## src/design/bridge_adc_serial_reader_unit_macros.svh

```systemverilog
// Assertion macros for the bridge converter serial readout block.
// Included by the top-level RTL module, which checks its own logic; no other dependencies.
`ifndef BRIDGE_ADC_SERIAL_READER_UNIT_MACROS_SVH
`define BRIDGE_ADC_SERIAL_READER_UNIT_MACROS_SVH

`ifndef SYNTH

// Same-cycle implication, disabled while reset is asserted.
`define BAS_ASSERT_NOW(label, clk, rst_n, ante, cons, msg) \
  label: assert property (@(posedge clk) disable iff (!rst_n) (ante) |-> (cons)) \
    else $error(msg);

// Next-cycle implication, disabled while reset is asserted.
`define BAS_ASSERT_NEXT(label, clk, rst_n, ante, cons, msg) \
  label: assert property (@(posedge clk) disable iff (!rst_n) (ante) |=> (cons)) \
    else $error(msg);

`else

`define BAS_ASSERT_NOW(label, clk, rst_n, ante, cons, msg)
`define BAS_ASSERT_NEXT(label, clk, rst_n, ante, cons, msg)

`endif

`endif

```

## src/design/bas_pkg.sv

```systemverilog
// Shared types and constants for the bridge converter serial readout block.
// No dependencies; imported by bas_core, the top level, the checker and the testbench.
package bas_pkg;

  // Width of the reading and of the kept sample bits.
  localparam int unsigned READ_W    = 24;
  localparam int unsigned KEEP_BITS = 24;
  localparam int unsigned CNT_W     = 5;

  // Readout phase, one-hot.
  typedef enum logic [2:0] {
    PH_WAIT  = 3'b001,
    PH_DATA  = 3'b010,
    PH_EXTRA = 3'b100
  } phase_t;

  // One result item.
  typedef struct packed {
    logic              sck;
    logic              done;
    logic [READ_W-1:0] reading;
  } bas_res_t;

endpackage

```

## src/design/bas_core.sv

```systemverilog
// Readout sequencer: phase, pulse counter, shift register and result logic.
// Depends on bas_pkg; advances one serial clock phase per fire strobe.
module bas_core #(
  parameter int unsigned SAMPLE_BITS  = 24,
  parameter int unsigned EXTRA_PULSES = 1
) (
  input  logic                      clk,
  input  logic                      rst_n,
  input  logic                      fire,
  input  logic                      data_bit,
  input  logic [bas_pkg::READ_W-1:0] zero_offset,
  output bas_pkg::bas_res_t         res
);
  import bas_pkg::*;

  // The sign bit sits at the top of the kept sample.
  localparam int unsigned SIGN_POS = (SAMPLE_BITS < KEEP_BITS) ? (SAMPLE_BITS - 1)
                                                              : (KEEP_BITS - 1);
  localparam logic [READ_W-1:0] SIGN_MASK = READ_W'(1) << SIGN_POS;

  phase_t             phase_r, phase_nxt;
  logic [CNT_W-1:0]   cnt_r, cnt_nxt;
  logic [READ_W-1:0]  shift_r, shift_nxt;
  logic               lvl_r, lvl_nxt;
  logic [CNT_W:0]     cnt_inc;

  assign cnt_inc = {1'b0, cnt_r} + (CNT_W+1)'(1);

  always_comb begin
    phase_nxt = phase_r;
    cnt_nxt   = cnt_r;
    shift_nxt = shift_r;
    lvl_nxt   = lvl_r;
    res       = '0;
    if (phase_r == PH_WAIT) begin
      cnt_nxt   = '0;
      shift_nxt = '0;
      lvl_nxt   = 1'b0;
      if (!data_bit) begin
        phase_nxt = PH_DATA;
        lvl_nxt   = 1'b1;
      end
    end else if (lvl_r) begin
      // High half of a pulse.
      res.sck = 1'b1;
      lvl_nxt = 1'b0;
    end else begin
      // Low half of a pulse: the data pin is sampled here in the data phase.
      lvl_nxt = 1'b1;
      unique case (phase_r)
        PH_DATA: begin
          if (32'(cnt_r) < KEEP_BITS) begin
            shift_nxt = {shift_r[READ_W-2:0], data_bit};
          end
          if (cnt_inc >= (CNT_W+1)'(SAMPLE_BITS)) begin
            phase_nxt = PH_EXTRA;
            cnt_nxt   = '0;
          end else begin
            cnt_nxt = cnt_inc[CNT_W-1:0];
          end
        end
        PH_EXTRA: begin
          if (cnt_inc >= (CNT_W+1)'(EXTRA_PULSES)) begin
            res.done    = 1'b1;
            res.reading = (shift_r ^ SIGN_MASK) - zero_offset;
            phase_nxt   = PH_WAIT;
            cnt_nxt     = '0;
            shift_nxt   = '0;
            lvl_nxt     = 1'b0;
          end else begin
            cnt_nxt = cnt_inc[CNT_W-1:0];
          end
        end
        default: begin
          phase_nxt = PH_WAIT;
        end
      endcase
    end
  end

  always_ff @(posedge clk) begin
    if (!rst_n) begin
      phase_r <= PH_WAIT;
      cnt_r   <= '0;
      shift_r <= '0;
      lvl_r   <= 1'b0;
    end else if (fire) begin
      phase_r <= phase_nxt;
      cnt_r   <= cnt_nxt;
      shift_r <= shift_nxt;
      lvl_r   <= lvl_nxt;
    end
  end

endmodule

```

## src/design/bridge_adc_serial_reader_unit.sv

```systemverilog
// Top level of the bridge converter serial readout block.
// Depends on bas_pkg, bas_core and bridge_adc_serial_reader_unit_macros.svh.
//
//   Channel  Direction  Handshake            Payload
//   in_      input      in_valid / in_stall  in_data_in (1)
//   out_     output     out_valid/out_stall  out_sck_out (1), out_done_res (1),
//                                            out_reading (24)
//   cfg_     input      cfg_wr_en            cfg_wr_data (24), zero offset
//
// Every accepted item produces exactly one result item, which passes through the input
// register and then the result register once the output is free. One item is accepted
// per cycle while out_stall is low; the limit is the single sequencer step between them.
// Reset (rst_n low at a clock edge) empties both registers, clears the zero
// offset and returns the sequencer to waiting for the data pin to go low.
// When out_stall holds a result, the input register keeps its item and
// in_stall rises only once both registers are full.
`include "bridge_adc_serial_reader_unit_macros.svh"

module bridge_adc_serial_reader_unit #(
  parameter int unsigned SAMPLE_BITS  = 24,
  parameter int unsigned EXTRA_PULSES = 1
) (
  input  logic                       clk,
  input  logic                       rst_n,
  input  logic                       in_valid,
  output logic                       in_stall,
  input  logic                       in_data_in,
  output logic                       out_valid,
  input  logic                       out_stall,
  output logic                       out_sck_out,
  output logic                       out_done_res,
  output logic [bas_pkg::READ_W-1:0] out_reading,
  input  logic                       cfg_wr_en,
  input  logic [bas_pkg::READ_W-1:0] cfg_wr_data
);
  import bas_pkg::*;

  // Input register stage.
  logic              s1_valid_r;
  logic              s1_data_r;
  // Result register stage.
  logic              out_valid_r;
  bas_res_t          out_res_r;
  // Configuration.
  logic [READ_W-1:0] zero_offset_r;

  logic              in_acc;
  logic              adv;
  bas_res_t          step_res;

  // The input item moves into the sequencer when the result register is empty
  // or is being emptied in this cycle.
  assign adv      = s1_valid_r && (!out_valid_r || !out_stall);
  assign in_stall = s1_valid_r && !adv;
  assign in_acc   = in_valid && !in_stall;

  bas_core #(
    .SAMPLE_BITS (SAMPLE_BITS),
    .EXTRA_PULSES(EXTRA_PULSES)
  ) u_core (
    .clk        (clk),
    .rst_n      (rst_n),
    .fire       (adv),
    .data_bit   (s1_data_r),
    .zero_offset(zero_offset_r),
    .res        (step_res)
  );

  always_ff @(posedge clk) begin
    if (!rst_n) begin
      s1_valid_r <= 1'b0;
    end else if (in_acc) begin
      s1_valid_r <= 1'b1;
    end else if (adv) begin
      s1_valid_r <= 1'b0;
    end
  end

  // The data bit carries no reset; it is only used while s1_valid_r is set.
  always_ff @(posedge clk) begin
    if (in_acc) begin
      s1_data_r <= in_data_in;
    end
  end

  always_ff @(posedge clk) begin
    if (!rst_n) begin
      out_valid_r <= 1'b0;
    end else if (adv) begin
      out_valid_r <= 1'b1;
    end else if (!out_stall) begin
      out_valid_r <= 1'b0;
    end
  end

  always_ff @(posedge clk) begin
    if (adv) begin
      out_res_r <= step_res;
    end
  end

  always_ff @(posedge clk) begin
    if (!rst_n) begin
      zero_offset_r <= '0;
    end else if (cfg_wr_en) begin
      zero_offset_r <= cfg_wr_data;
    end
  end

  assign out_valid    = out_valid_r;
  assign out_sck_out  = out_res_r.sck;
  assign out_done_res = out_res_r.done;
  assign out_reading  = out_res_r.reading;

  // A reading that is not finished is presented as zero.
  `BAS_ASSERT_NOW(a_idle_reading_zero, clk, rst_n, out_valid && !out_done_res,
                  out_reading == '0, "reading nonzero without done")
  // A finished reading is presented on a low clock tick.
  `BAS_ASSERT_NOW(a_done_sck_low, clk, rst_n, out_valid && out_done_res,
                  !out_sck_out, "done with clock high")
  // The input side only stalls when both stages are full and the output waits.
  `BAS_ASSERT_NOW(a_stall_full, clk, rst_n, in_stall,
                  s1_valid_r && out_valid_r && out_stall, "stall without full pipe")
  // A held input item is never dropped.
  `BAS_ASSERT_NEXT(a_hold_item, clk, rst_n, s1_valid_r && !adv,
                   s1_valid_r, "input item lost")

endmodule

```

## config.mk

```make
export PLATFORM = sky130hd
export DESIGN_NAME = bridge_adc_serial_reader_unit
export DESIGN_NICKNAME = d
export VERILOG_FILES = /design/src/design/bas_pkg.sv /design/src/design/bas_core.sv /design/src/design/bridge_adc_serial_reader_unit.sv
export VERILOG_INCLUDE_DIRS = /design/src /design/src/design
export SDC_FILE = /design/constraint.sdc
export NUM_CORES = 1
export LEC_CHECK = 0
export BUFFER_PORTS_ARGS = -buffer_cell sky130_fd_sc_hd__buf_2
export CORE_ASPECT_RATIO = 2
export CORE_MARGIN = 2
export CORE_UTILIZATION = 60
export CTS_BUF_LIST = sky130_fd_sc_hd__clkbuf_4 sky130_fd_sc_hd__clkbuf_8 sky130_fd_sc_hd__clkbuf_16
export CTS_CLUSTER_DIAMETER = 40
export CTS_CLUSTER_SIZE = 30
export DETAILED_ROUTE_END_ITERATION = 8
export GPL_TIMING_DRIVEN = 0
export PLACE_DENSITY = 0.91
export REMOVE_ABC_BUFFERS = 1
export SYNTH_ARGS = -nofsm -noshare
export SYNTH_HDL_FRONTEND = slang
export SYNTH_SLANG_ARGS = --single-unit
```

## constraint.sdc

```tcl
create_clock -name clk -period 4.2 [get_ports clk]
set_input_delay 0.63 -clock clk [delete_from_list [all_inputs] [get_ports clk]]
set_output_delay 0.63 -clock clk [all_outputs]
set_load 0.01 [all_outputs]
```

==> results by group <==
Pwr
  • Peak supply drop: 0.334 mV
  • Pwr dens: 359 nW/um^2
  • Leakage power: 0.00226 uW

Clocking
  • Post_cts resized: 0
  • Number of hold buffers added after cts: 0
  • CTS H-tree lvls: 3
  • Max Root-Sink Buffers: 2
  • CTS tree: done
  • Post-CTS Setup Inserts: 0
  • CTS clock-pin slew for the worst setup and hold paths: 60 ps
  • Total CTS buffers: 9
  • Number of clock sinks seen by CTS: 86
  • CTS root buf: clkbuf_16
  • Clk_lat worst skew: 340 ps

Logic synthesis
  • Syn Inst Count: 541
  • EDFF count, synth: 27
  • Main synth FF type: dfxtp_1
  • Netlist area before placement: 4880 sq um
  • Warnings, synthesis: 0
  • Number of register bits inferred by synthesis: 86
  • Share of the yosys chip area belonging to registers: 40.8%
  • Number of distinct library cells after synthesis: 62
  • Mean instance size in the synthesized netlist: 9.02 sq um
  • Share of async-settable or async-resettable flops after synthesis: 0%

Floorplanning
  • Num rows: 46
  • Die W: 67.8 um
  • DIE AREA: 8910 sq um
  • Core Area: 7890 sq um
  • Number of top-level pins: 58
  • Initial core utilization: 61.9%
  • Overall die height: 132 um

Layout
  • Fill cells: 609
  • Final net count: 643
  • Synth-to-layout area growth: 12.4%
  • Fraction of layout cells with a size suffix above 1: 14.6%
  • Final std cells w/o fill: 687
  • Commonest non-fill, non-tap cell in the layout: dfxtp_1
  • Highest-count cells in the layout ignoring fill and taps: 59 x dfxtp_1, 57 x buf_2, 48 x nand2_1, 43 x nand3_1, 33 x inv_1
  • Fraction of the core area covered by cells at the end of the flow: 69.5%
  • Diode insertion count for antenna repair: 0

STA
  • Worst slew margin relative to its limit: 25.7%
  • Clock period minus worst slack: 2650 ps
  • Clk_skew: 10.5 ps
  • Number of hold violations in the final report: 0
  • Worst hold slack after final layout: 464 ps
  • Final critical-path share of the clock period: 63.2%
  • Total negative slack for setup checks: 0 ps
  • Tightest Pin Transition: 1110 ps
  • Unrepaired setup endpoints after global routing: false
  • Max-slew violation total from the final report: 0
  • Fmax: 377 MHz
  • Setup-violating endpoint count in the final report: 0
  • Final worst slack: 1550 ps

Critical path
  • CP Launch Type: flop
  • Category of the worst setup path capture point: flop
  • Worst-path cell chain: inv_1 -> ha_1 -> fa_1 -> nor2b_1 -> o211ai_1 -> a21o_1 -> a31oi_1 -> a221oi_1 -> mux2i_1
  • Number of buffer and inverter stages on the critical path: 1
  • Critical path class: reg2reg
  • Kind of cell adding the most delay to the critical path: compound AO/OA/AOI/OAI gates
  • Highest-delay cell along the critical path: fa_1
  • Required arrival time at the worst endpoint: 4280 ps
  • Longest individual stage delay on the worst path: 400 ps
  • CP Data Arrival Time: 2730 ps
  • Highest net fanout along the worst path: 6

Placement
  • Placed insts: 671
  • HPWL after DPL: 8250 um
  • Weighted congestion at the end of routability-driven global placement: 0.901
  • Post-Place Worst Slack: 1640 ps
  • I/O Buffers: 57

Routing
  • Number of detailed-routing iterations run before antenna repair: 7
  • Residual antenna-violating net count after detailed routing: 0
  • Routed length per placed instance: 16.4 um
  • Total length of routed wires: 11,300 um
  • Via total after detailed routing: 4,149
  • Post-DR vias/cell: 6.04
  • Starting DRT DRC Count: 236
  • DRC violations left: 0

Outcome
  • Status: finished, final reports clean

Global routing
  • Overflow left after global routing: 0
  • GRT Resource Usage Total: 27.4%
  • Vias in the first global route: 4,109
  • Global-route wire length before repair: 18,900 um
  • Antenna violations before repair: 0
  • Largest net degree at the start of global routing: 61

Flow run
  • Max cap viols: 0

Hold path
  • Worst hold path class: in2reg
## synth_stat cells, types with 4 or more instances
library cell	instances	area, sq um
buf_4	4	30.0
inv_1	33	124
o21ai_0	16	80.1
mux2i_1	28	280
a21oi_1	26	130
nor3_1	24	120
a21boi_1	27	203
nand3_1	43	215
clkbuf_1	16	60.1
o21a_1	15	113
nor2_1	24	90.1
nor2b_1	30	188
ha_1	26	325
a21o_1	7	52.6
dfxtp_1	59	1180
or3_1	7	43.8
xor2_1	6	52.6
and2_1	5	31.3
o211ai_1	4	30.0
edfxtp_1	27	811
and3_1	5	31.3
nand2_1	48	180
## final cells by class
type	count	area (sq um)	share of cell area [%]
clock inverters	6	68.8	1.26
inverters	34	128	2.33
well taps	96	120	2.19
flip-flops and latches	86	1990	36.3
clock buffers	10	239	4.36
multi-input cells	398	2650	48.3
repair buffers	57	285	5.20
## worst paths after layout
kind	start	endpoint	slack [ps]	cells past startpoint
min	in_data_in	s1_data_r	460	1
min reg2reg	u_core.shift_r[23]	u_core.shift_r[23]	470	2
max reg2reg	u_core.shift_r[0]	out_reading[16]	1550	9
max	u_core.shift_r[0]	out_reading[16]	1550	9
## through the flow
step / area, sq um / total power (uW)
final: 5480 / 1970
after global routing: 5480 / 2040
after CTS: 5480 / 1980
after detailed placement: 5170 / 1170
after global placement: 5170 / 1160
after floorplan: 4770 / 1080
## per-layer routing
metal  track usage, %  vias to the layer above  share of wire, %
met5                0                        -                 0
met4             14.3                        0               3.2
met3             5.48                       34               3.1
met2             47.7                      121                55
met1             29.5                     1961                38
li1                 -                     2033                 -
## sequential cells by signal, summed over array words and instances, names as in the netlist
| register | flops |
|---|---|
| out_reading | 24 |
| u_core.cnt_r | 5 |
| u_core.lvl_r | 1 |
| out_sck_out | 1 |
| out_done_res | 1 |
| s1_data_r | 1 |
| zero_offset_r | 24 |
| u_core.shift_r | 24 |
| s1_valid_r | 1 |
| u_core.phase_r | 3 |
| out_valid | 1 |
## worst register-to-register path: cells and delay by family, from the launching register on
kind | cells | cell delay [ps]
fa+ha+maj | 2 | 640
mux | 1 | 140
flops | 1 | 350
simple gates | 1 | 270
compound gates | 4 | 960
buf+inv | 1 | 50
## kinds of logic (layout without fill, tap and decap cells)
| group | after synthesis | after routing | synth area share [%] |
|---|---|---|---|
| AO/OA/AOI/OAI | 125 | 125 | 17.5 |
| buffers and inverters | 57 | 107 | 4.90 |
| XOR/XNOR | 7 | 7 | 1.26 |
| multiplexers | 28 | 28 | 5.75 |
| flip-flops | 86 | 86 | 40.8 |
| adder cells (fa/ha/maj) | 27 | 27 | 7.08 |
| AND/OR/NAND/NOR | 211 | 211 | 22.7 |
## power breakdown
group	total, uW	internal [uW]	switching [uW]
logic	251	97.3	153
registers	904	886	17.4
clock network	814	482	332
total	1970	1470	503
Note: power is estimated with default switching activity, not from simulation.
